`config.mk`:
```
export PLATFORM = sky130hd
export DESIGN_NAME = fzr_div
export DESIGN_NICKNAME = d
export VERILOG_FILES = /design/src/fzr_pkg.sv /design/src/fzr_div.sv
export SDC_FILE = /design/constraint.sdc
export NUM_CORES = 1
export LEC_CHECK = 0
export ABC_AREA = 1
export BUFFER_PORTS_ARGS = -buffer_cell sky130_fd_sc_hd__buf_2
export CORE_MARGIN = 1.5
export CORE_UTILIZATION = 60
export CTS_CLUSTER_SIZE = 20
export DETAILED_ROUTE_END_ITERATION = 10
export GPL_ROUTABILITY_DRIVEN = 0
export HOLD_SLACK_MARGIN = 0.1
export PLACE_DENSITY_LB_ADDON = 0.15
export SETUP_SLACK_MARGIN = 0.05
export SYNTH_ARGS = -nofsm -noshare
export SYNTH_HDL_FRONTEND = slang
export SYNTH_SLANG_ARGS = --single-unit
```
`constraint.sdc`:
```
create_clock -name clk -period 14.1 [get_ports clk]
set_input_delay 2.115 -clock clk [delete_from_list [all_inputs] [get_ports clk]]
set_output_delay 2.115 -clock clk [all_outputs]
set_load 0.01 [all_outputs]
```
`src/fzr_pkg.sv`:
```
package fzr_pkg;

  localparam int X_W     = 48;
  localparam int SLOPE_W = 34;
  localparam int Y_W     = 19;
  localparam int DX_W    = 17;
  localparam int COL_W   = 7;

  localparam logic signed [15:0] CLEAR_DEPTH = -16'sd16000;
  localparam logic [6:0]  ACTIVE_WIDTH_RST = 7'd64;
  localparam logic [11:0] Y_ORIGIN_RST     = 12'd800;

  localparam logic OP_CLEAR = 1'b0;
  localparam logic OP_DRAW  = 1'b1;

  localparam logic REG_ACTIVE_WIDTH = 1'b0;
  localparam logic REG_Y_ORIGIN     = 1'b1;

  typedef enum logic [3:0] {
    S_IDLE,
    S_DIV0,
    S_DIV1,
    S_TEST_UP,
    S_DIV2,
    S_TEST_LO,
    S_WALK,
    S_RMW,
    S_FIN
  } state_t;

  typedef struct packed {
    logic                   start;
    logic signed [DX_W-1:0] dx;
    logic signed [DX_W-1:0] dy;
  } div_req_t;

  typedef struct packed {
    logic                      done;
    logic signed [SLOPE_W-1:0] quot;
  } div_rsp_t;

endpackage

```
`src/fzr_div.sv`:
```
// Restoring divider: one quotient bit per cycle, sign applied at the end.
module fzr_div import fzr_pkg::*; (
  input  logic     clk,
  input  logic     rst,
  input  div_req_t req,
  output div_rsp_t rsp
);

  logic        busy;
  logic        done;
  logic [4:0]  cnt;
  logic [31:0] num;
  logic [31:0] quo;
  logic [15:0] den;
  logic [15:0] rem;
  logic        neg;
  logic [16:0] trial;
  logic        fits;
  logic [16:0] dx_mag;
  logic [16:0] dy_mag;

  always_comb begin
    dx_mag = req.dx[DX_W-1] ? 17'(-req.dx) : 17'(req.dx);
    dy_mag = req.dy[DX_W-1] ? 17'(-req.dy) : 17'(req.dy);
    trial  = {rem, num[31]};
    fits   = trial >= {1'b0, den};
  end

  always_ff @(posedge clk) begin
    if (rst) begin
      busy <= 1'b0;
      done <= 1'b0;
    end else begin
      done <= 1'b0;
      if (req.start) begin
        busy <= 1'b1;
        cnt  <= 5'd0;
        num  <= {dx_mag[15:0], 16'd0};
        den  <= dy_mag[15:0];
        rem  <= 16'd0;
        quo  <= 32'd0;
        neg  <= req.dx[DX_W-1] ^ req.dy[DX_W-1];
      end else if (busy) begin
        rem <= fits ? 16'(trial - {1'b0, den}) : trial[15:0];
        quo <= {quo[30:0], fits};
        num <= {num[30:0], 1'b0};
        cnt <= cnt + 5'd1;
        if (cnt == 5'd31) begin
          busy <= 1'b0;
          done <= 1'b1;
        end
      end
    end
  end

  assign rsp.done = done;
  assign rsp.quot = neg ? -$signed(SLOPE_W'(quo)) : $signed(SLOPE_W'(quo));

endmodule

```
==> results of run 1 <==
[cells in the mapped netlist (all sizes together)]
library cell / count
ha: 21
buf: 11
nand2: 244
dfxtp: 2
inv: 150
nor3: 12
o21a: 1
nor4: 1
nand4: 16
xnor2: 3
edfxtp: 86
nand3: 77
clkbuf: 11
fa: 1
nand3b: 2
nor2: 140
o31ai: 1
or2: 2
a21o: 1
xor2: 45
and2: 2
o21ai: 26
a21oi: 12
o22ai: 1
[path summary, 6_finish.rpt]
check | to | slack, ps | depth (start not counted)
min reg2reg | num[28] | 530 | 2
max reg2reg | quo[0] | 11550 | 11
max | rsp[9] | 9650 | 4
min | num[28] | 530 | 2
[critical path, stage by stage (launching register included)]
cell	delay (ps)
edfxtp_1	1070
inv_1	350
o21ai_1	260
xor2_1	150
buf_2	140
[state kept, by name, indices dropped and copies added, names as in the netlist]
| name | cells |
|---|---|
| num | 16 |
| cnt | 5 |
| busy | 1 |
| done | 1 |
| quo | 32 |
| rem | 16 |
| den | 16 |
| neg | 1 |
[power by group]
| part | internal, mW | total, mW | switching, mW |
|---|---|---|---|
| Combinational | 0.0716 | 0.206 | 0.134 |
| Sequential | 0.315 | 0.328 | 0.0133 |
| Clock | 0.0646 | 0.151 | 0.0862 |
| Total | 0.451 | 0.685 | 0.233 |
[per-stage QoR]
stage,utilization,std cells,setup WS [ps],hold WS (ps),area (um^2)
floorplan,-,868,7883,494.7,6354
global placement,0.6597,1055,9432,506.9,6780
detailed placement,0.6597,1055,9373,519.6,6780
CTS,0.6757,1071,9694,537.6,6944
global route,0.6757,1071,9489,566.1,6944
finish,0.6757,1071,9651,532.5,6944
[final cells by class]
| cell class | count | area, um^2 |
|---|---|---|
| timing repair buffer | 73 | 370.4 |
| tap | 136 | 170.2 |
| inverter | 150 | 563.0 |
| clock inverter | 4 | 28.78 |
| fill | 872 | 3333 |
| sequential | 88 | 2623 |
| clock buffer | 12 | 135.1 |
| multi-input combinational | 608 | 3054 |
[layer usage]
| metal | vias up | wire (um) | share of wire |
|---|---|---|---|
| met2 | 235 | 6397 | 0.47 |
| met4 | 0 | 255 | 0.019 |
| li1 | 2857 | - | - |
| met3 | 23 | 999 | 0.074 |
| met5 | - | 0 | 0 |
| met1 | 2519 | 5909 | 0.44 |
[kinds of logic (layout without fill, tap and decap cells)]
kind of cell    after synthesis  count (layout)  synth area share
simple gates                496             496            0.3326
xor+xnor                     48              48           0.06617
compound gates               42              42           0.03565
flops                        88              88            0.4128
fa+ha+maj                    22              22           0.04451
buf+inv                     172             239            0.1083
==> reports/metrics.yaml, run 1 <==
clock_skew_ps: 8.895
cap_violations: 0
period_share: 0.3155
worstSetupPathType: "reg -> out"
antenna_found_initial: 0
end_kind: "output port"
num_antenna_cells: 0
r2r-start: "rem[1]"
critPathLaunchType: "register"
clock-sinks: 88
io_buffer_count: 71
grt_overflow: 0
start_util: 0.6182
postSynthCellCount: 868
core_area_um2: 10280
wl_per_cell_um: 12.66
nets: 989
synth_cell_types: 36
final_cell_mix: "nand2_1 (237), inv_1 (145), nor2_1 (127)"
cp-startpoint: "neg"
dieHeight_um: 105.9
cts_tree: "done"
ys_top_cells_by_area: "edfxtp_1 (41%), nand2_1 (14%), inv_1 (8.6%)"
first_global_vias: 5225
yosys.area.top_type: "edfxtp_1"
clk_latency_ps: 350
cts-resized-gates: 0
slew_viol_final: 0
ys_seq_elements: 88
setup_viol: 0
syn_area_per_cell_um2: 7.320
cts.hold.buffers_added: 0
ys_seq_area_frac: 0.4128
clk_path_buf_depth: 2
hp-start: "num[27]"
syn_nets: 927
num_io_pins: 72
cp.arrival_ps: 2330
critPathRequiredTime_ps: 11980
rsz0062_at_grt: "false"
post_cts_buffers: 0
num_rows: 37
met3_usage: 0.02514
p_leak_nw: 3.464
min_path_type: "reg -> reg"
status: "finished clean"
fin_total_pwr_mw: 0.6847
initialDrtViolationCount: 366
power_density_nw_per_um2: 98.61
path_max_fanout: 34
vias_per_cell: 5.261
max_freq_ghz: 0.2248
cts.clk_slew.worst_paths_ps: 90
fin_tns_setup_ps: 0
synth_top_area_share: 0.4065
cts-buffers-inserted: 9
peakVddDrop_uv: 50.04
period_needed_ps: 4449
ys_warn_count: 0
cts-root-buf: "clkbuf_8"
tightest_slew_ps: 1156
grt_max_degree: 48
die_x_um: 105.9
dr_total_vias: 5634
hold_violations: 0
grt.met2_usage: 0.4295
grt_use_total: 0.2522
netlist_area_um2: 6354
routed_wl_um: 13560
grt_pass1_wl_um: 22750
postRouteAntennaNets: 0
slew_headroom: 0.2268
busiest_layer: "met2"
area_growth_pct: 9.295
htreeDepth: 3
grt_use_met1: 0.3372
place_hpwl_um: 10430
die_area_um2: 11220
final_common_cell: "nand2_1"
drc: 0
drt-pass1-iter-count: 5
drive_gt1_frac: 0.1283
No activity file was read; power rests on OpenSTA's default activity.
==> run 2: changes to the inputs <==
Settings changed: ABC_AREA 1 to 0, CORE_UTILIZATION 60 to 59.
Clock period 14.1 ns to 4.65 ns, I/O delays scaled along.
==> run 2 against run 1 <==
Via count decreased by 24%. Highest routed layer unchanged. Final cell count decreased by 32%. Setup slack got worse by 8800 ps. Clock-buffer cell count decreased by 1. Clock power increased to 3.4 times the previous value. Critical path depth increased by 2. Largest cell class unchanged. Non-clock buffer count increased by 2. Sequential share of layout area increased by 5.0 points. Die area decreased by 12%. Utilization decreased by 0.51 points. Synthesized cell count decreased by 37%.
==> reports/metrics.yaml, run 2 <==
ff2ff_path_depth: 7
initialDrtViolationCount: 188
start_util: 0.6008
dieHeight_um: 99.54
cts.clk_slew.worst_paths_ps: 90
ys_seq_elements: 88
yosys.area.top_type: "edfxtp_1"
ys_async_sr_fraction: 0
min_path_type: "reg -> reg"
grt_max_degree: 49
clk_latency_ps: 350
critPathRequiredTime_ps: 3950
cts.hold.buffers_added: 0
die_x_um: 99.54
path_max_fanout: 5
cts-resized-gates: 0
postSynthCellCount: 547
first_global_vias: 4024
r2r-start: "rem[7]"
drc: 0
cap_violations: 0
num_io_pins: 72
nets: 672
antenna_found_initial: 0
slew_headroom: 0.2223
cts-buffers-inserted: 9
num_rows: 35
slew_viol_final: 0
largest_register_ffs: 32
ys_seq_area_frac: 0.4769
hold_violations: 0
period_share: 0.8275
final_common_cell: "edfxtp_1"
regMostFlops: "quo"
clock_skew_ps: 8.398
vias_per_cell: 5.868
num_antenna_cells: 0
crit_end: "rsp[32]"
drt-pass1-iter-count: 5
wl_per_cell_um: 15.20
worstSetupPathType: "reg -> out"
r2r_slack_ps: 1530
synth_cell_types: 52
peakVddDrop_uv: 173.1
syn_area_per_cell_um2: 10.05
tightest_slew_ps: 1161
p_leak_nw: 2.322
ys_warn_count: 0
place_hpwl_um: 8021
cp.arrival_ps: 3150
final_cell_mix: "edfxtp_1 (86), buf_2 (71), nand2_1 (49)"
ys_top_cells_by_count: "edfxtp_1 (86), nand2_1 (49), xnor2_1 (46), a21oi_1 (43), nor2_1 (42)"
setup_viol: 0
clock-sinks: 88
postRouteAntennaNets: 0
reg2reg_to: "rem[10]"
grt_pass1_wl_um: 18620
io_buffer_count: 71
post_cts_buffers: 0
routed_wl_um: 11080
period_needed_ps: 3848
hold_ws_ps: 462.5
area_growth_pct: 11.60
synth_enable_flop_cells: 86
dr_total_vias: 4278
die_area_um2: 9908
fin_tns_setup_ps: 0
syn_nets: 606
max_freq_ghz: 0.2599
cts_tree: "done"
netlist_area_um2: 5499
status: "finished clean"
synth_top_area_share: 0.4696
drive_gt1_frac: 0.1683
yosysMostFrequentCell: "edfxtp_1"
synth_ff_type: "edfxtp_1"
ys_top_cells_by_area: "edfxtp_1 (47%), xnor2_1 (7.3%), ha_1 (4.8%)"
critPathLaunchType: "register"
grt_use_total: 0.2360
end_kind: "output port"
clk_path_buf_depth: 2
cp-startpoint: "quo[9]"
rsz0062_at_grt: "false"
cts-root-buf: "clkbuf_8"
grt_overflow: 0
fill_cells: 745
power_density_nw_per_um2: 327.3
core_area_um2: 9153
htreeDepth: 3
run 2: cell types whose count changed after synthesis, sizes merged, moves of 12 or more:
cell   previous run  this run
xnor2             3        46
nand4            16         3
inv             150        25
o31ai             1        13
nand2           244        49
nor2            140        42
xor2             45        22
nand3            77        11
or3               0        16
a21oi            12        43
nor2b             0        34
run 2: power by group:
part           switching (mW)  internal (mW)  leakage, nW
Sequential             0.0444          0.950        0.846
Clock                   0.269          0.249       0.0973
Combinational           0.285          0.211         1.38
run 2: through the flow:
step	worst slack (ps)	utilization	instances	total power, mW	cell area (um^2)
final	802.0	0.6705	729	2.008	6137
after global routing	702.2	0.6705	729	2.117	6137
after global placement	1246	0.6499	713	1.484	5948
after floorplan	221.7	-	547	1.360	5499
after CTS	790.7	0.6705	729	2.017	6137
after detailed placement	1192	0.6499	713	1.504	5948
run 2: worst min path at each step:
stage / startpoint / end / slack (ps) / cells after the start
final: busy / done / 460 / 1
after detailed placement: busy / done / 460 / 1
after global routing: busy / done / 500 / 1
after CTS: busy / done / 470 / 1
after global placement: busy / done / 450 / 1
after floorplan: busy / done / 440 / 1
run 2: area by class of cell:
cell class                      count  area (um^2)  area share
Tap cell                          111        138.9     0.02263
Timing Repair Buffer               75        385.4     0.06279
Clock buffer                       11        131.4     0.02141
Sequential cell                    88         2623      0.4273
Inverter                           25        93.84     0.01529
Multi-Input combinational cell    414         2708      0.4412
Clock inverter                      5        57.56    0.009378
run 2: worst max-delay path: stages (launching register included):
cell      delay, ps
edfxtp_1        440
or4_4           550
or3_4           370
or3_4           430
or4_4           530
o41a_1          330
buf_2           140
run 2: cells by family after synthesis:
| group | count (synthesis) | share of synthesized area |
|---|---|---|
| multiplexers | 1 | 0.001820 |
| XOR/XNOR | 68 | 0.1083 |
| buffers and inverters | 45 | 0.03208 |
| flip-flops | 88 | 0.4769 |
| AO/OA/AOI/OAI | 127 | 0.1447 |
| adder cells (fa/ha/maj) | 22 | 0.05142 |
| AND/OR/NAND/NOR | 196 | 0.1848 |
run 2: metal layers:
layer,GRT usage,share of wire,vias up
li1,-,-,2103
met5,0,0,-
met4,0.08451,0.016,0
met3,0.03865,0.046,15
met2,0.3878,0.49,126
met1,0.3189,0.45,2034
==> run 3: changes to the inputs <==
Clock period 4.65 ns to 3.72 ns, I/O delays scaled along.
==> run 3 against run 2 <==
Utilization up 0.83 points. Critical path depth unchanged. Clock-buffer cell count fell by 1. Combinational power grew 27%. Power rose by 30%.
==> reports/metrics.yaml, run 3 (same netlist as run 2, synthesis figures left out) <==
end_kind: "output port"
grt_max_degree: 63
hold_violations: 0
drive_gt1_frac: 0.1779
r2r-start: "rem[7]"
fin_cells: 735
final_cell_mix: "edfxtp_1 (86), buf_2 (71), nand2_1 (49)"
cts.hold.buffers_added: 0
dr_total_vias: 4312
cts-buffers-inserted: 9
grt.met2_usage: 0.3888
slew_viol_final: 0
area_growth_pct: 12.99
cts.clk_slew.worst_paths_ps: 90
num_antenna_cells: 0
slew_headroom: 0.3938
largest_register_ffs: 32
place_hpwl_um: 7922
met3_usage: 0.03022
htreeDepth: 3
io_buffer_count: 71
initialDrtViolationCount: 192
path_max_fanout: 5
core_area_um2: 9153
clk_latency_ps: 360
postRouteAntennaNets: 0
path_cells: "or4_4, or3_4, or3_4, or4_4, o41a_1, buf_2"
critPathRequiredTime_ps: 3160
die_area_um2: 9908
period_needed_ps: 3588
clock-sinks: 88
regMostFlops: "quo"
status: "finished clean"
cts-root-buf: "clkbuf_8"
final_common_cell: "edfxtp_1"
busiest_layer: "met2"
num_io_pins: 72
cpPeakStageDelay_ps: 550
tightest_slew_ps: 886.3
grt_overflow: 0
dieHeight_um: 99.54
power_density_nw_per_um2: 419.1
clk_path_buf_depth: 2
vias_per_cell: 5.867
cap_violations: 0
grt_pass1_wl_um: 18730
cp-startpoint: "quo[10]"
rsz0062_at_grt: "false"
fin_tns_setup_ps: 0
hp-start: "req[0]"
num_rows: 35
first_global_vias: 4034
peakVddDrop_uv: 208.4
grt_use_total: 0.2371
die_x_um: 99.54
grt_use_met1: 0.3214
antenna_found_initial: 0
critPathLaunchType: "register"
clock_skew_ps: 11.35
setup_viol: 0
drt-pass1-iter-count: 4
cp.arrival_ps: 3030
min_path_type: "in -> reg"
drc: 0
max_freq_ghz: 0.2787
start_util: 0.6008
worstSetupPathType: "reg -> out"
wl_per_cell_um: 15.15
dpl.cell_count: 716
period_share: 0.9646
routed_wl_um: 11140
p_leak_nw: 2.362
cts_tree: "done"
slowest_stage: "or4_4"
nets: 678
## run 3: changes by cell type in the layout (fill, tap and decap cells not counted)
cell        delta
clkinv_4       -1
buf_4          +6
bufinv_16      +1
clkinv_2       -1
clkbuf_1       -1
clkinvlp_4     +1
inv_8          +1
## run 3: worst paths after layout
check	end	slack (ps)	cells past startpoint
max	rsp[32]	130	6
min	den[0]	420	1
max reg2reg	rem[11]	730	7
min reg2reg	done	470	1
## run 3: power breakdown
group | switching, mW | internal (mW) | leakage, nW
Sequential | 0.0481 | 1.19 | 0.846
Combinational | 0.363 | 0.268 | 1.41
Clock | 0.354 | 0.383 | 0.108
Total | 0.765 | 1.84 | 2.36
## run 3: layout make-up
| class | count | area (um^2) |
|---|---|---|
| Tap cell | 111 | 138.9 |
| Multi-Input combinational cell | 414 | 2708 |
| Timing Repair Buffer | 81 | 430.4 |
| Sequential cell | 88 | 2623 |
| Clock buffer | 10 | 127.6 |
| Fill cell | 727 | 2939 |
| Inverter | 25 | 93.84 |
| Clock inverter | 6 | 92.59 |
## run 3: routing by layer
| metal | wire length (um) | share of wire |
|---|---|---|
| met5 | 0 | 0 |
| met4 | 280 | 0.025 |
| met3 | 557 | 0.050 |
| met2 | 5313 | 0.48 |
| met1 | 4984 | 0.45 |
## run 3: per-stage QoR
stage	setup WS, ps	utilization	total power, mW	hold WS, ps	area [um^2]
2_1_floorplan	583.5	-	1.698	444.2	5502
3_3_place_gp	454.2	0.6524	1.859	452.1	5971
3_5_place_dp	388.2	0.6524	1.881	470.9	5971
4_1_cts	56.76	0.6789	2.620	406.2	6213
5_1_grt	50.62	0.6789	2.742	415.6	6213
6_report	131.7	0.6789	2.604	417.6	6213
## run 3: worst max-delay path: cells and delay by family, from the launching register on
family	cells	cell delay, ps
AO/OA/AOI/OAI	1	320
AND/OR/NAND/NOR	4	1820
buffers and inverters	1	140
flip-flops	1	390
## run 3: timing repair
action,in CTS,in global routing
resized for setup,0,0
pin swaps,0,1
buffers inserted,3,0
hold endpoints to repair,0,0
setup endpoints to repair,3,4
