## config.mk

```make
export PLATFORM = sky130hd
export DESIGN_NAME = fzr_ram
export DESIGN_NICKNAME = d
export VERILOG_FILES = /design/src/fzr_ram.sv
export SDC_FILE = /design/constraint.sdc
export NUM_CORES = 1
export LEC_CHECK = 0
export BUFFER_PORTS_ARGS = -buffer_cell sky130_fd_sc_hd__buf_2
export CELL_PAD_IN_SITES_DETAIL_PLACEMENT = 0
export CELL_PAD_IN_SITES_GLOBAL_PLACEMENT = 1
export CORE_UTILIZATION = 36
export CTS_CLUSTER_DIAMETER = 30
export DETAILED_ROUTE_END_ITERATION = 7
export GPL_TIMING_DRIVEN = 0
export PLACE_DENSITY = 0.62
export SLEW_MARGIN = 20
export SYNTH_ARGS = -nofsm -noshare
export SYNTH_HDL_FRONTEND = slang
export SYNTH_SLANG_ARGS = --single-unit
```

## constraint.sdc

```tcl
create_clock -name clk -period 2.45 [get_ports clk]
set_clock_uncertainty 0.1 [all_clocks]
set_input_delay 0.3675 -clock clk [delete_from_list [all_inputs] [get_ports clk]]
set_output_delay 0.3675 -clock clk [all_outputs]
set_load 0.005 [all_outputs]
```

## src/fzr_ram.sv

```systemverilog
module fzr_ram #(
  parameter int WIDTH = 16,
  parameter int DEPTH = 64
) (
  input  logic                     clk,
  input  logic                     we,
  input  logic [$clog2(DEPTH)-1:0] waddr,
  input  logic [WIDTH-1:0]         wdata,
  input  logic [$clog2(DEPTH)-1:0] raddr,
  output logic [WIDTH-1:0]         rdata
);

  logic [WIDTH-1:0] mem [DEPTH];

  always_ff @(posedge clk) begin
    if (we) begin
      mem[waddr] <= wdata;
    end
    rdata <= mem[raddr];
  end

endmodule

```

==> run_summary.xml, run 1 <==
<?xml version="1.0" encoding="UTF-8"?>
<metrics>
  <group name="critical_path">
    <metric name="worstPathMaxFanout" unit="">10</metric>
    <metric name="timing.rr.start" unit="">mem[18][15]$_DFFE_PP_</metric>
    <metric name="startpoint" unit="">raddr[1]</metric>
    <metric name="critPathCaptureType" unit="">flip-flop</metric>
    <metric name="worstSetupStartpointType" unit="">primary input</metric>
    <metric name="critPathArrivalTime" unit="ns">2.94</metric>
    <metric name="crit_required" unit="ns">2.95</metric>
    <metric name="worstSetupPathType" unit="">primary input to flip-flop</metric>
  </group>
  <group name="sta">
    <metric name="post-route-min-period" unit="ns">2.44</metric>
    <metric name="final-hold-violation-count" unit="">0</metric>
    <metric name="final_min_period_over_clock_period" unit="%">99.5</metric>
    <metric name="timing_max_transition_violations_final" unit="">0</metric>
    <metric name="grt_setup_unrepaired" unit="">no</metric>
    <metric name="max_freq" unit="GHz">0.410</metric>
    <metric name="worst_slew_pin_slew" unit="ns">0.893</metric>
    <metric name="finalSetupViolCount" unit="">0</metric>
    <metric name="slew_headroom" unit="%">40.3</metric>
    <metric name="setup-tns-final" unit="ns">0</metric>
  </group>
  <group name="routing">
    <metric name="route.antenna.remaining_nets" unit="">0</metric>
    <metric name="post_route_drc" unit="">0</metric>
    <metric name="dr.first_iter.drc_count" unit="">2006</metric>
    <metric name="highest_layer" unit="">met5</metric>
    <metric name="route.final.wire_length" unit="mm">107</metric>
    <metric name="detail_route.wl_per_cell" unit="um">28.4</metric>
    <metric name="detailedRoute.firstPassIterationCount" unit="">5</metric>
    <metric name="routed-via-count" unit="">20200</metric>
    <metric name="vias_per_cell" unit="">5.38</metric>
    <metric name="detailroute.wirelength.met2" unit="mm">50.4</metric>
    <metric name="detailroute.wirelength.met3" unit="mm">7.98</metric>
    <metric name="detail_route.wirelength.met1" unit="mm">45.4</metric>
  </group>
  <group name="synthesis">
    <metric name="yosysSeqAreaShare" unit="%">77.6</metric>
    <metric name="synth-async-reset-ratio" unit="%">0</metric>
    <metric name="postSynthAreaPerCell" unit="um^2">21.9</metric>
    <metric name="synth_flop_cell" unit="">sky130_fd_sc_hd__edfxtp_1</metric>
    <metric name="synth_seq_cells" unit="">1040</metric>
    <metric name="mappedNetlistArea" unit="um^2">40000</metric>
    <metric name="synth.distinct_cells" unit="">43</metric>
    <metric name="ys_top_cells_by_area" unit="">sky130_fd_sc_hd__edfxtp_1, sky130_fd_sc_hd__mux4_2, sky130_fd_sc_hd__mux2i_1, sky130_fd_sc_hd__dfxtp_1, sky130_fd_sc_hd__mux2_2</metric>
    <metric name="synthDominantCellAreaShare" unit="%">76.8</metric>
    <metric name="post_synth_inst_count" unit="">1829</metric>
    <metric name="netlist.top_cell.by_area" unit="">sky130_fd_sc_hd__edfxtp_1</metric>
    <metric name="postSynthNetCount" unit="">1859</metric>
    <metric name="yosysWarnings" unit="">0</metric>
    <metric name="synth_enable_flop_cells" unit="">1024</metric>
  </group>
  <group name="power">
    <metric name="peak_vdd_ir" unit="mV">0.734</metric>
    <metric name="powerDensity" unit="nW/um^2">960</metric>
    <metric name="total_power_draw" unit="mW">47.7</metric>
    <metric name="leakage" unit="nW">16.1</metric>
  </group>
  <group name="global_route">
    <metric name="grt_antenna_before_repair" unit="">6</metric>
    <metric name="sum_of_overflow_across_all_layers_after_global_routing" unit="">0</metric>
    <metric name="grt_pass1_wl" unit="mm">153</metric>
    <metric name="largest_net_degree_at_the_start_of_global_routing" unit="">65</metric>
    <metric name="grt_resource_usage_total" unit="%">19.3</metric>
    <metric name="grt_pass1_vias" unit="">21000</metric>
  </group>
  <group name="floorplanning">
    <metric name="design.core.area" unit="um^2">110000</metric>
    <metric name="die_y" unit="um">336</metric>
    <metric name="num_rows" unit="">121</metric>
    <metric name="chipWidth" unit="um">336</metric>
    <metric name="io_pins" unit="">46</metric>
    <metric name="floorplan.initialDensity" unit="%">36.5</metric>
    <metric name="design.die.area" unit="um^2">113000</metric>
  </group>
  <group name="flow_run">
    <metric name="drv_cap" unit="">0</metric>
  </group>
  <group name="clocking">
    <metric name="clock_path_buffers" unit="">3</metric>
    <metric name="cts-root-buf" unit="">sky130_fd_sc_hd__clkbuf_16</metric>
    <metric name="htree_levels" unit="">4</metric>
    <metric name="cts_bufs_inserted" unit="">188</metric>
    <metric name="cts.reportedPaths.clkPinSlew" unit="ns">0.05</metric>
    <metric name="cts_tree" unit="">yes</metric>
    <metric name="clock_insertion_delay_at_the_later_pin_of_the_skew_report" unit="ns">0.77</metric>
    <metric name="cts_hold_buffers" unit="">0</metric>
    <metric name="cts_sinks" unit="">1040</metric>
  </group>
  <group name="hold_path">
    <metric name="min-delay-path-class" unit="">primary input to flip-flop</metric>
    <metric name="hold_path.startpoint" unit="">wdata[15]</metric>
  </group>
  <group name="final_layout">
    <metric name="num-nets-final" unit="">2152</metric>
    <metric name="area_growth_syn_to_layout" unit="%">24.1</metric>
    <metric name="fraction_of_final_layout_cells_with_drive_strength_greater_than_1" unit="%">35.7</metric>
    <metric name="sequential_cell_area" unit="um^2">31100</metric>
    <metric name="final.fill_count" unit="">9179</metric>
    <metric name="fin_cells" unit="">3761</metric>
    <metric name="multi_input_area" unit="um^2">8520</metric>
  </group>
  <group name="placement">
    <metric name="buffer_ports.inserted" unit="">38</metric>
    <metric name="post-place-cells" unit="">3407</metric>
    <metric name="post-dp-hpwl" unit="mm">69.4</metric>
    <metric name="place.gp.congestion" unit="">0.858</metric>
  </group>
  <group name="outcome">
    <metric name="status" unit="">finished clean</metric>
  </group>
</metrics>
synth_stat cells (16+ instances only):
| master | count |
|---|---|
| sky130_fd_sc_hd__clkbuf_1 | 24 |
| sky130_fd_sc_hd__nand2_1 | 59 |
| sky130_fd_sc_hd__a22oi_1 | 39 |
| sky130_fd_sc_hd__nand3_1 | 24 |
| sky130_fd_sc_hd__nor2b_1 | 30 |
| sky130_fd_sc_hd__buf_6 | 17 |
| sky130_fd_sc_hd__mux4_2 | 220 |
| sky130_fd_sc_hd__dfxtp_1 | 16 |
| sky130_fd_sc_hd__nor2_1 | 72 |
| sky130_fd_sc_hd__a21oi_1 | 17 |
| sky130_fd_sc_hd__edfxtp_1 | 1024 |
| sky130_fd_sc_hd__buf_2 | 36 |
| sky130_fd_sc_hd__mux2_2 | 27 |
| sky130_fd_sc_hd__mux2i_1 | 85 |
| sky130_fd_sc_hd__a221oi_1 | 16 |
per-stage QoR:
| step | hold WS (ns) | utilization [%] | setup WS (ns) | cell area [um^2] |
|---|---|---|---|---|
| after floorplan | 0.366 | - | 0.0247 | 40100 |
| after global placement | 0.647 | 38.4 | -1.44 | 42100 |
| after detailed placement | 0.645 | 39.4 | -1.06 | 43100 |
| after CTS | 0.0832 | 45.3 | 0.0170 | 49700 |
| after global routing | 0.0945 | 45.3 | 0.0147 | 49700 |
| final | 0.0888 | 45.4 | 0.0119 | 49700 |
cells in the final DEF, fill, tap and decap left out, drive strengths merged, types with 24 or more instances in the layout:
master	n
mux4	224
bufinv	24
nor2	74
clkbuf	241
clkinv	81
nor2b	30
nand2	60
buf	178
mux2i	85
edfxtp	1024
nand3	24
mux2	27
a22oi	39
registers in the layout (all words and copies together) (netlist names):
register  count
mem        1024
rdata        16
cells by family (layout without fill, tap and decap cells):
| group | after synthesis | count (layout) | share of synthesized area (%) |
|---|---|---|---|
| flops | 1040 | 1040 | 77.6 |
| mux | 336 | 336 | 15.5 |
| simple gates | 220 | 220 | 2.65 |
| compound gates | 129 | 129 | 2.41 |
| buf+inv | 104 | 558 | 1.83 |
| other cells | 0 | 2 | 0 |
what timing repair did:
action / CTS / global route
buffers inserted: 1 / 0
pin swaps: 1 / 0
endpoints found under the setup margin: 96 / 14
gates resized for setup: 18 / 6
layer usage:
layer	vias to the layer above	global-route usage [%]
met4	2	6.82
met2	888	30.2
met3	196	4.06
li1	8386	-
met1	10800	26.7
met5	-	0
where the power goes:
group	switching, mW	internal [mW]	total [mW]
Combinational	1.35	0.702	2.05
Clock	9.03	16.8	25.9
Sequential	0.0357	19.7	19.8
Total	10.4	37.3	47.7
worst max-delay path, cell delays in order:
cell and delay (ns):
sky130_fd_sc_hd__buf_2 0.22, sky130_fd_sc_hd__buf_4 0.26, sky130_fd_sc_hd__buf_4 0.22, sky130_fd_sc_hd__buf_2 0.49
sky130_fd_sc_hd__mux2i_1 0.53, sky130_fd_sc_hd__a22oi_1 0.16, sky130_fd_sc_hd__a31oi_2 0.52, sky130_fd_sc_hd__a311oi_1 0.14
layout make-up:
type,instances,area share (%)
diodes,2,0.0101
plain buffers,104,1.50
clock buffers,212,9.75
clock inverters,139,3.21
multi-input cells,685,17.1
flip-flops and latches,1040,62.5
well taps,1476,3.71
repair buffers,103,2.18
path summary, 6_finish.rpt:
check                                to  slack (ns)  cells past startpoint
setup reg to reg      rdata[15]$_DFF_P_        0.04                      5
hold / removal    mem[58][15]$_DFFE_PP_        0.09                      1
hold reg to reg       rdata[12]$_DFF_P_        0.77                      4
setup / recovery      rdata[13]$_DFF_P_        0.01                      8
Power figures use the tool's default switching activity.
==> run 2: changes to the inputs <==
--- a/config.mk
+++ b/config.mk
@@ -5,6 +5,7 @@
 export SDC_FILE = /design/constraint.sdc
 export NUM_CORES = 1
 export LEC_CHECK = 0
+export ABC_AREA = 1
 export BUFFER_PORTS_ARGS = -buffer_cell sky130_fd_sc_hd__buf_2
 export CELL_PAD_IN_SITES_DETAIL_PLACEMENT = 0
 export CELL_PAD_IN_SITES_GLOBAL_PLACEMENT = 1
@@ -12,7 +13,7 @@
 export CTS_CLUSTER_DIAMETER = 30
 export DETAILED_ROUTE_END_ITERATION = 7
 export GPL_TIMING_DRIVEN = 0
-export PLACE_DENSITY = 0.62
+export PLACE_DENSITY = 0.64
 export SLEW_MARGIN = 20
 export SYNTH_ARGS = -nofsm -noshare
 export SYNTH_HDL_FRONTEND = slang
==> constraint.sdc (replaced) <==
create_clock -name clk -period 2.9 [get_ports clk]
set_clock_uncertainty 0.1 [all_clocks]
set_input_delay 0.435 -clock clk [delete_from_list [all_inputs] [get_ports clk]]
set_output_delay 0.435 -clock clk [all_outputs]
set_load 0.005 [all_outputs]
==> run 2 against run 1 <==
Cell area up 7.3%. Clock power down 2%. Core utilization increased by 0.63 points. Area after synthesis grew 5.1%. Global-route usage is 5.2 points higher. Non-clock buffer count up 142.
==> run_summary.xml, run 2 <==
<?xml version="1.0" encoding="UTF-8"?>
<metrics>
  <group name="outcome">
    <metric name="status" unit="">finished clean</metric>
  </group>
  <group name="clocking">
    <metric name="htree_levels" unit="">4</metric>
    <metric name="cts-root-buf" unit="">sky130_fd_sc_hd__clkbuf_16</metric>
    <metric name="cts-resized-gates" unit="">0</metric>
    <metric name="postcts_setup_bufs" unit="">0</metric>
    <metric name="cts.reportedPaths.clkPinSlew" unit="ns">0.05</metric>
    <metric name="cts_bufs_inserted" unit="">227</metric>
    <metric name="cts_hold_buffers" unit="">14</metric>
    <metric name="clock_path_buffers" unit="">3</metric>
    <metric name="cts_sinks" unit="">1040</metric>
    <metric name="cts_tree" unit="">yes</metric>
    <metric name="clock_insertion_delay_at_the_later_pin_of_the_skew_report" unit="ns">0.82</metric>
  </group>
  <group name="hold_path">
    <metric name="hold_path_depth" unit="">1</metric>
    <metric name="min-delay-path-class" unit="">primary input to flip-flop</metric>
    <metric name="hold_path.startpoint" unit="">wdata[14]</metric>
    <metric name="whs_endpoint" unit="">mem[31][14]$_DFFE_PP_</metric>
  </group>
  <group name="final_layout">
    <metric name="largestRegisters" unit="">mem: 1024 flops, rdata: 16 flops</metric>
    <metric name="largest_reg_flops" unit="">1024</metric>
    <metric name="multi_input_area" unit="um^2">9910</metric>
    <metric name="max_flop_register" unit="">mem</metric>
    <metric name="final.fill_count" unit="">10500</metric>
    <metric name="fin_cells" unit="">5595</metric>
    <metric name="sequential_cell_area" unit="um^2">31100</metric>
    <metric name="final_design_area_no_fill" unit="um^2">53400</metric>
    <metric name="layout_common_cells" unit="">sky130_fd_sc_hd__nand2_1, sky130_fd_sc_hd__edfxtp_1, sky130_fd_sc_hd__nand3_1</metric>
    <metric name="final_common_cell" unit="">sky130_fd_sc_hd__nand2_1</metric>
    <metric name="area_growth_syn_to_layout" unit="%">26.8</metric>
    <metric name="fraction_of_final_layout_cells_with_drive_strength_greater_than_1" unit="%">17.4</metric>
    <metric name="num-nets-final" unit="">3900</metric>
  </group>
  <group name="synthesis">
    <metric name="postSynthNetCount" unit="">3547</metric>
    <metric name="synth_enable_flop_cells" unit="">1024</metric>
    <metric name="synth_seq_cells" unit="">1040</metric>
    <metric name="synth_flop_cell" unit="">sky130_fd_sc_hd__edfxtp_1</metric>
    <metric name="synthDominantCellAreaShare" unit="%">73.0</metric>
    <metric name="yosysWarnings" unit="">0</metric>
    <metric name="mappedNetlistArea" unit="um^2">42100</metric>
    <metric name="synth.cells.most_frequent" unit="">sky130_fd_sc_hd__nand2_1, sky130_fd_sc_hd__edfxtp_1, sky130_fd_sc_hd__nand3_1, sky130_fd_sc_hd__buf_2, sky130_fd_sc_hd__nor2_1</metric>
    <metric name="yosys.cell_count.top_type" unit="">sky130_fd_sc_hd__nand2_1</metric>
    <metric name="synth.distinct_cells" unit="">16</metric>
    <metric name="netlist.top_cell.by_area" unit="">sky130_fd_sc_hd__edfxtp_1</metric>
    <metric name="ys_top_cells_by_area" unit="">sky130_fd_sc_hd__edfxtp_1, sky130_fd_sc_hd__nand2_1, sky130_fd_sc_hd__nand3_1, sky130_fd_sc_hd__buf_2, sky130_fd_sc_hd__buf_6</metric>
    <metric name="postSynthAreaPerCell" unit="um^2">12.0</metric>
    <metric name="synth-async-reset-ratio" unit="%">0</metric>
    <metric name="post_synth_inst_count" unit="">3517</metric>
    <metric name="yosysSeqAreaShare" unit="%">73.8</metric>
  </group>
  <group name="placement">
    <metric name="buffer_ports.inserted" unit="">37</metric>
    <metric name="place.gp.congestion" unit="">0.952</metric>
    <metric name="dpl_cell_area" unit="um^2">45500</metric>
    <metric name="place_ws" unit="ns">-0.254</metric>
    <metric name="post-place-cells" unit="">5151</metric>
    <metric name="post-dp-hpwl" unit="mm">99.1</metric>
  </group>
  <group name="floorplanning">
    <metric name="chipWidth" unit="um">344</metric>
    <metric name="floorplan.initialDensity" unit="%">36.3</metric>
    <metric name="num_rows" unit="">125</metric>
    <metric name="design.core.area" unit="um^2">116000</metric>
    <metric name="io_pins" unit="">46</metric>
    <metric name="die_y" unit="um">344</metric>
    <metric name="design.die.area" unit="um^2">118000</metric>
  </group>
  <group name="critical_path">
    <metric name="timing.rr.start" unit="">mem[19][6]$_DFFE_PP_</metric>
    <metric name="critPathArrivalTime" unit="ns">3.07</metric>
    <metric name="worstPathMaxFanout" unit="">10</metric>
    <metric name="worstSetupStartpointType" unit="">primary input</metric>
    <metric name="worstSetupPathType" unit="">primary input to flip-flop</metric>
    <metric name="critPathCaptureType" unit="">flip-flop</metric>
    <metric name="r2r_setup_slack" unit="ns">1.09</metric>
    <metric name="timing.critical_path.slowest_stage_cell" unit="">sky130_fd_sc_hd__buf_1</metric>
    <metric name="critical_register_to_register_path_endpoint" unit="">rdata[6]$_DFF_P_</metric>
    <metric name="critical_path.cell_chain" unit="">buf_2 &gt; inv_1 &gt; buf_2 &gt; buf_1 &gt; nand3_1 &gt; nand2_1 &gt; nand2_1 &gt; nand3_1 &gt; nand3_1 &gt; nand2_1</metric>
    <metric name="worst-path-buf-inv" unit="">4</metric>
    <metric name="crit_required" unit="ns">3.50</metric>
    <metric name="reg2reg_depth" unit="">8</metric>
    <metric name="slowest_delay" unit="ns">0.81</metric>
    <metric name="cpLargestDelayFamily" unit="">buffers and inverters</metric>
  </group>
  <group name="sta">
    <metric name="max_freq" unit="GHz">0.404</metric>
    <metric name="timing_max_transition_violations_final" unit="">0</metric>
    <metric name="worst_slew_pin_slew" unit="ns">1.02</metric>
    <metric name="post-route-min-period" unit="ns">2.47</metric>
    <metric name="setup-tns-final" unit="ns">0</metric>
    <metric name="final_min_period_over_clock_period" unit="%">85.3</metric>
    <metric name="slew_headroom" unit="%">32.0</metric>
    <metric name="layout_setup_ws" unit="ns">0.425</metric>
    <metric name="final-hold-violation-count" unit="">0</metric>
    <metric name="hold_slack" unit="ns">0.0370</metric>
    <metric name="finalSetupViolCount" unit="">0</metric>
    <metric name="grt_setup_unrepaired" unit="">no</metric>
  </group>
  <group name="routing">
    <metric name="routed-via-count" unit="">29400</metric>
    <metric name="post_route_drc" unit="">0</metric>
    <metric name="dr.first_iter.drc_count" unit="">3326</metric>
    <metric name="vias_per_cell" unit="">5.26</metric>
    <metric name="detail_route.wl_per_cell" unit="um">26.1</metric>
    <metric name="route.final.wire_length" unit="mm">146</metric>
    <metric name="route.antenna.remaining_nets" unit="">0</metric>
    <metric name="detailedRoute.firstPassIterationCount" unit="">6</metric>
  </group>
  <group name="global_route">
    <metric name="sum_of_overflow_across_all_layers_after_global_routing" unit="">0</metric>
    <metric name="grt_pass1_vias" unit="">27700</metric>
    <metric name="grt_resource_usage_total" unit="%">24.6</metric>
    <metric name="grt_pass1_wl" unit="mm">202</metric>
    <metric name="grt_antenna_before_repair" unit="">15</metric>
    <metric name="largest_net_degree_at_the_start_of_global_routing" unit="">53</metric>
  </group>
  <group name="power">
    <metric name="leakage" unit="nW">19.7</metric>
    <metric name="powerDensity" unit="nW/um^2">835</metric>
    <metric name="peak_vdd_ir" unit="mV">0.561</metric>
  </group>
  <group name="flow_run">
    <metric name="drv_cap" unit="">0</metric>
  </group>
</metrics>
run 2: metal layers:
layer	track usage, %	wire [um]	vias to the layer above
met4	7.43	3340	10
met5	0	67	-
li1	-	-	13200
met1	34.6	62900	14600
met3	5.07	13000	222
met2	38.2	66400	1350
run 2: worst max-delay path by stage:
stage          startpoint                    to  slack [ns]  depth (start not counted)
6_report         raddr[2]     rdata[12]$_DFF_P_        0.43                         10
5_1_grt          raddr[2]      rdata[9]$_DFF_P_        0.46                         10
4_1_cts          waddr[1]  mem[32][0]$_DFFE_PP_        0.57                          4
3_5_place_dp     waddr[1]  mem[32][1]$_DFFE_PP_       -0.25                          4
3_3_place_gp           we  mem[48][1]$_DFFE_PP_       -2.89                          3
2_1_floorplan          we  mem[48][0]$_DFFE_PP_       -0.19                          3
run 2: cell type report:
class	count	area share [%]
Tap cell	1524	3.57
Clock inverter	163	3.51
Buffer	225	2.69
Multi-Input combinational cell	2240	18.6
Antenna cell	7	0.0328
Sequential cell	1040	58.2
Timing Repair Buffer	124	2.39
Clock buffer	260	10.9
Inverter	12	0.0985
run 2: cells by family after synthesis:
group | synth area share (%)
AND/OR/NAND/NOR | 22.7
flip-flops | 73.8
buffers and inverters | 3.54
run 2: power breakdown:
| group | internal (mW) | leakage, nW | total [mW] | switching [mW] |
|---|---|---|---|---|
| registers | 16.7 | 9.35 | 16.7 | 0.0279 |
| logic | 0.606 | 6.67 | 2.45 | 1.84 |
| clock network | 17.0 | 3.68 | 25.4 | 8.40 |
run 2: metrics by stage:
step	util, %	total power, mW
4_1_cts	46.0	44.7
3_5_place_dp	39.2	19.4
2_1_floorplan	-	18.1
3_3_place_gp	38.1	19.3
5_1_grt	46.0	45.6
6_report	46.0	44.6
==> run 3: changes to the inputs <==
--- a/config.mk
+++ b/config.mk
@@ -12,7 +12,6 @@
 export CORE_UTILIZATION = 36
 export CTS_CLUSTER_DIAMETER = 30
 export DETAILED_ROUTE_END_ITERATION = 7
-export GPL_TIMING_DRIVEN = 0
 export PLACE_DENSITY = 0.64
 export SLEW_MARGIN = 20
 export SYNTH_ARGS = -nofsm -noshare
==> run 3 against run 2 <==
Routed wire length fell by 16%. Die area did not move. Clock-buffer cell count fell by 4. Non-clock buffer count fell by 116. Combinational power fell by 14%. Power fell by 1.7%. First-iteration DRC count fell by 21%. Hold slack improved by 0.014 ns. Worst setup slack improved by 0.40 ns. Largest power group unchanged.
==> run_summary.xml, run 3 (synthesis results as in run 2) <==
<?xml version="1.0" encoding="UTF-8"?>
<metrics>
  <group name="outcome">
    <metric name="status" unit="">finished clean</metric>
  </group>
  <group name="routing">
    <metric name="dr.first_iter.drc_count" unit="">2643</metric>
    <metric name="routed-via-count" unit="">27800</metric>
    <metric name="detailedRoute.firstPassIterationCount" unit="">5</metric>
    <metric name="route.antenna.remaining_nets" unit="">0</metric>
    <metric name="detail_route.wl_per_cell" unit="um">22.5</metric>
    <metric name="route.final.wire_length" unit="mm">123</metric>
    <metric name="post_route_drc" unit="">0</metric>
    <metric name="vias_per_cell" unit="">5.09</metric>
  </group>
  <group name="placement">
    <metric name="place_ws" unit="ns">0.326</metric>
    <metric name="post-dp-hpwl" unit="mm">71.0</metric>
    <metric name="place.gp.congestion" unit="">0.832</metric>
    <metric name="buffer_ports.inserted" unit="">45</metric>
    <metric name="dpl_cell_area" unit="um^2">44900</metric>
    <metric name="post-place-cells" unit="">5047</metric>
  </group>
  <group name="global_route">
    <metric name="grt_pass1_vias" unit="">27500</metric>
    <metric name="largest_net_degree_at_the_start_of_global_routing" unit="">74</metric>
    <metric name="grt_antenna_before_repair" unit="">11</metric>
    <metric name="grt_pass1_wl" unit="mm">182</metric>
    <metric name="grt_resource_usage_total" unit="%">21.0</metric>
    <metric name="sum_of_overflow_across_all_layers_after_global_routing" unit="">0</metric>
  </group>
  <group name="critical_path">
    <metric name="worst-path-buf-inv" unit="">1</metric>
    <metric name="crit_required" unit="ns">2.37</metric>
    <metric name="timing.critical_path.slowest_stage_cell" unit="">sky130_fd_sc_hd__dfxtp_1</metric>
    <metric name="critical_register_to_register_path_endpoint" unit="">rdata[7]$_DFF_P_</metric>
    <metric name="worstSetupPathType" unit="">flip-flop to output pin</metric>
    <metric name="reg2reg_depth" unit="">8</metric>
    <metric name="cpLargestDelayFamily" unit="">flip-flops</metric>
    <metric name="r2r_setup_slack" unit="ns">1.22</metric>
    <metric name="critical_path.cell_chain" unit="">buf_2</metric>
    <metric name="critPathArrivalTime" unit="ns">1.54</metric>
    <metric name="timing.rr.start" unit="">mem[47][7]$_DFFE_PP_</metric>
    <metric name="slowest_delay" unit="ns">0.58</metric>
    <metric name="worstPathMaxFanout" unit="">1</metric>
    <metric name="worstSetupStartpointType" unit="">flip-flop</metric>
    <metric name="critPathCaptureType" unit="">output pin</metric>
  </group>
  <group name="power">
    <metric name="total_power_draw" unit="mW">43.8</metric>
    <metric name="peak_vdd_ir" unit="mV">0.552</metric>
    <metric name="leakage" unit="nW">19.4</metric>
    <metric name="powerDensity" unit="nW/um^2">835</metric>
  </group>
  <group name="sta">
    <metric name="worst_slew_pin_slew" unit="ns">0.915</metric>
    <metric name="grt_setup_unrepaired" unit="">no</metric>
    <metric name="slew_headroom" unit="%">39.0</metric>
    <metric name="post-route-min-period" unit="ns">2.08</metric>
    <metric name="final_min_period_over_clock_period" unit="%">71.7</metric>
    <metric name="hold_slack" unit="ns">0.0514</metric>
    <metric name="layout_setup_ws" unit="ns">0.821</metric>
    <metric name="max_freq" unit="GHz">0.481</metric>
    <metric name="finalSetupViolCount" unit="">0</metric>
    <metric name="timing_max_transition_violations_final" unit="">0</metric>
    <metric name="final-hold-violation-count" unit="">0</metric>
  </group>
  <group name="clocking">
    <metric name="clock_path_buffers" unit="">3</metric>
    <metric name="clock_insertion_delay_at_the_later_pin_of_the_skew_report" unit="ns">0.80</metric>
    <metric name="htree_levels" unit="">4</metric>
    <metric name="cts_bufs_inserted" unit="">221</metric>
    <metric name="postcts_setup_bufs" unit="">0</metric>
    <metric name="cts.reportedPaths.clkPinSlew" unit="ns">0.04</metric>
    <metric name="cts_tree" unit="">yes</metric>
    <metric name="cts-root-buf" unit="">sky130_fd_sc_hd__clkbuf_16</metric>
    <metric name="cts_sinks" unit="">1040</metric>
  </group>
  <group name="final_layout">
    <metric name="num-nets-final" unit="">3778</metric>
    <metric name="largestRegisters" unit="">mem: 1024 flops, rdata: 16 flops</metric>
    <metric name="fraction_of_final_layout_cells_with_drive_strength_greater_than_1" unit="%">15.3</metric>
    <metric name="layout_common_cells" unit="">sky130_fd_sc_hd__nand2_1, sky130_fd_sc_hd__edfxtp_1, sky130_fd_sc_hd__nand3_1</metric>
    <metric name="final_design_area_no_fill" unit="um^2">52500</metric>
    <metric name="area_growth_syn_to_layout" unit="%">24.7</metric>
    <metric name="final_common_cell" unit="">sky130_fd_sc_hd__nand2_1</metric>
    <metric name="largest_reg_flops" unit="">1024</metric>
    <metric name="max_flop_register" unit="">mem</metric>
    <metric name="fin_cells" unit="">5470</metric>
  </group>
  <group name="hold_path">
    <metric name="min-delay-path-class" unit="">primary input to flip-flop</metric>
    <metric name="whs_endpoint" unit="">mem[53][4]$_DFFE_PP_</metric>
    <metric name="hold_path.startpoint" unit="">wdata[4]</metric>
    <metric name="hold_path_depth" unit="">2</metric>
  </group>
  <group name="floorplanning">
    <metric name="design.core.area" unit="um^2">116000</metric>
    <metric name="die_y" unit="um">344</metric>
    <metric name="chipWidth" unit="um">344</metric>
    <metric name="io_pins" unit="">46</metric>
    <metric name="design.die.area" unit="um^2">118000</metric>
    <metric name="floorplan.initialDensity" unit="%">36.3</metric>
    <metric name="num_rows" unit="">125</metric>
  </group>
  <group name="flow_run">
    <metric name="drv_cap" unit="">0</metric>
  </group>
</metrics>
==> run 3: cell count changes in the layout (fill, tap and decap cells not counted), sizes merged <==
cell	previous run	this run
clkinvlp	24	26
clkbuf	286	256
dlygate4sd3	14	2
diode	7	2
bufinv	30	28
inv	19	26
clkinv	102	95
buf	309	231
==> run 3: stage by stage <==
step           TNS, ns  utilization [%]
2_1_floorplan   -24.20                -
6_report             0             45.2
5_1_grt              0             45.2
4_1_cts              0             45.2
3_3_place_gp         0             38.7
3_5_place_dp         0             38.7
==> run 3: worst max-delay path by stage <==
stage | from | end | slack [ns] | depth (start not counted)
floorplan | we | mem[48][0]$_DFFE_PP_ | -0.19 | 3
global placement | raddr[0] | rdata[10]$_DFF_P_ | 0.33 | 11
detailed placement | raddr[0] | rdata[10]$_DFF_P_ | 0.33 | 11
CTS | rdata[3]$_DFF_P_ | rdata[3] | 0.81 | 1
global route | rdata[3]$_DFF_P_ | rdata[3] | 0.74 | 1
finish | rdata[3]$_DFF_P_ | rdata[3] | 0.82 | 1
==> run 3: power by group <==
group | switching [mW] | internal (mW)
sequential | 0.0642 | 16.7
clock | 8.26 | 16.7
combinational | 1.53 | 0.584
total | 9.86 | 33.9
==> run 3: metal layers <==
layer | GRT usage, % | wire [um]
met1 | 28.2 | 53500
met4 | 7.19 | 3170
met3 | 5.26 | 8960
met2 | 33.0 | 57400
met5 | 0 | 69
==> run 3: final cells by class <==
| class | count | area (um^2) |
|---|---|---|
| inverter | 12 | 71.3 |
| timing repair buffer | 233 | 2260 |
| tap | 1524 | 1910 |
| fill | 10500 | 63600 |
| sequential | 1040 | 31100 |
| multi-input combinational | 2240 | 9600 |
| antenna | 2 | 5.00 |
| clock inverter | 163 | 1810 |
| clock buffer | 256 | 5750 |
==> run 3: repair_timing <==
item / in CTS / in global routing
gates resized for setup: 0 / 0
endpoints found under the hold margin: 22 / 0
hold buffers: 2 / 0
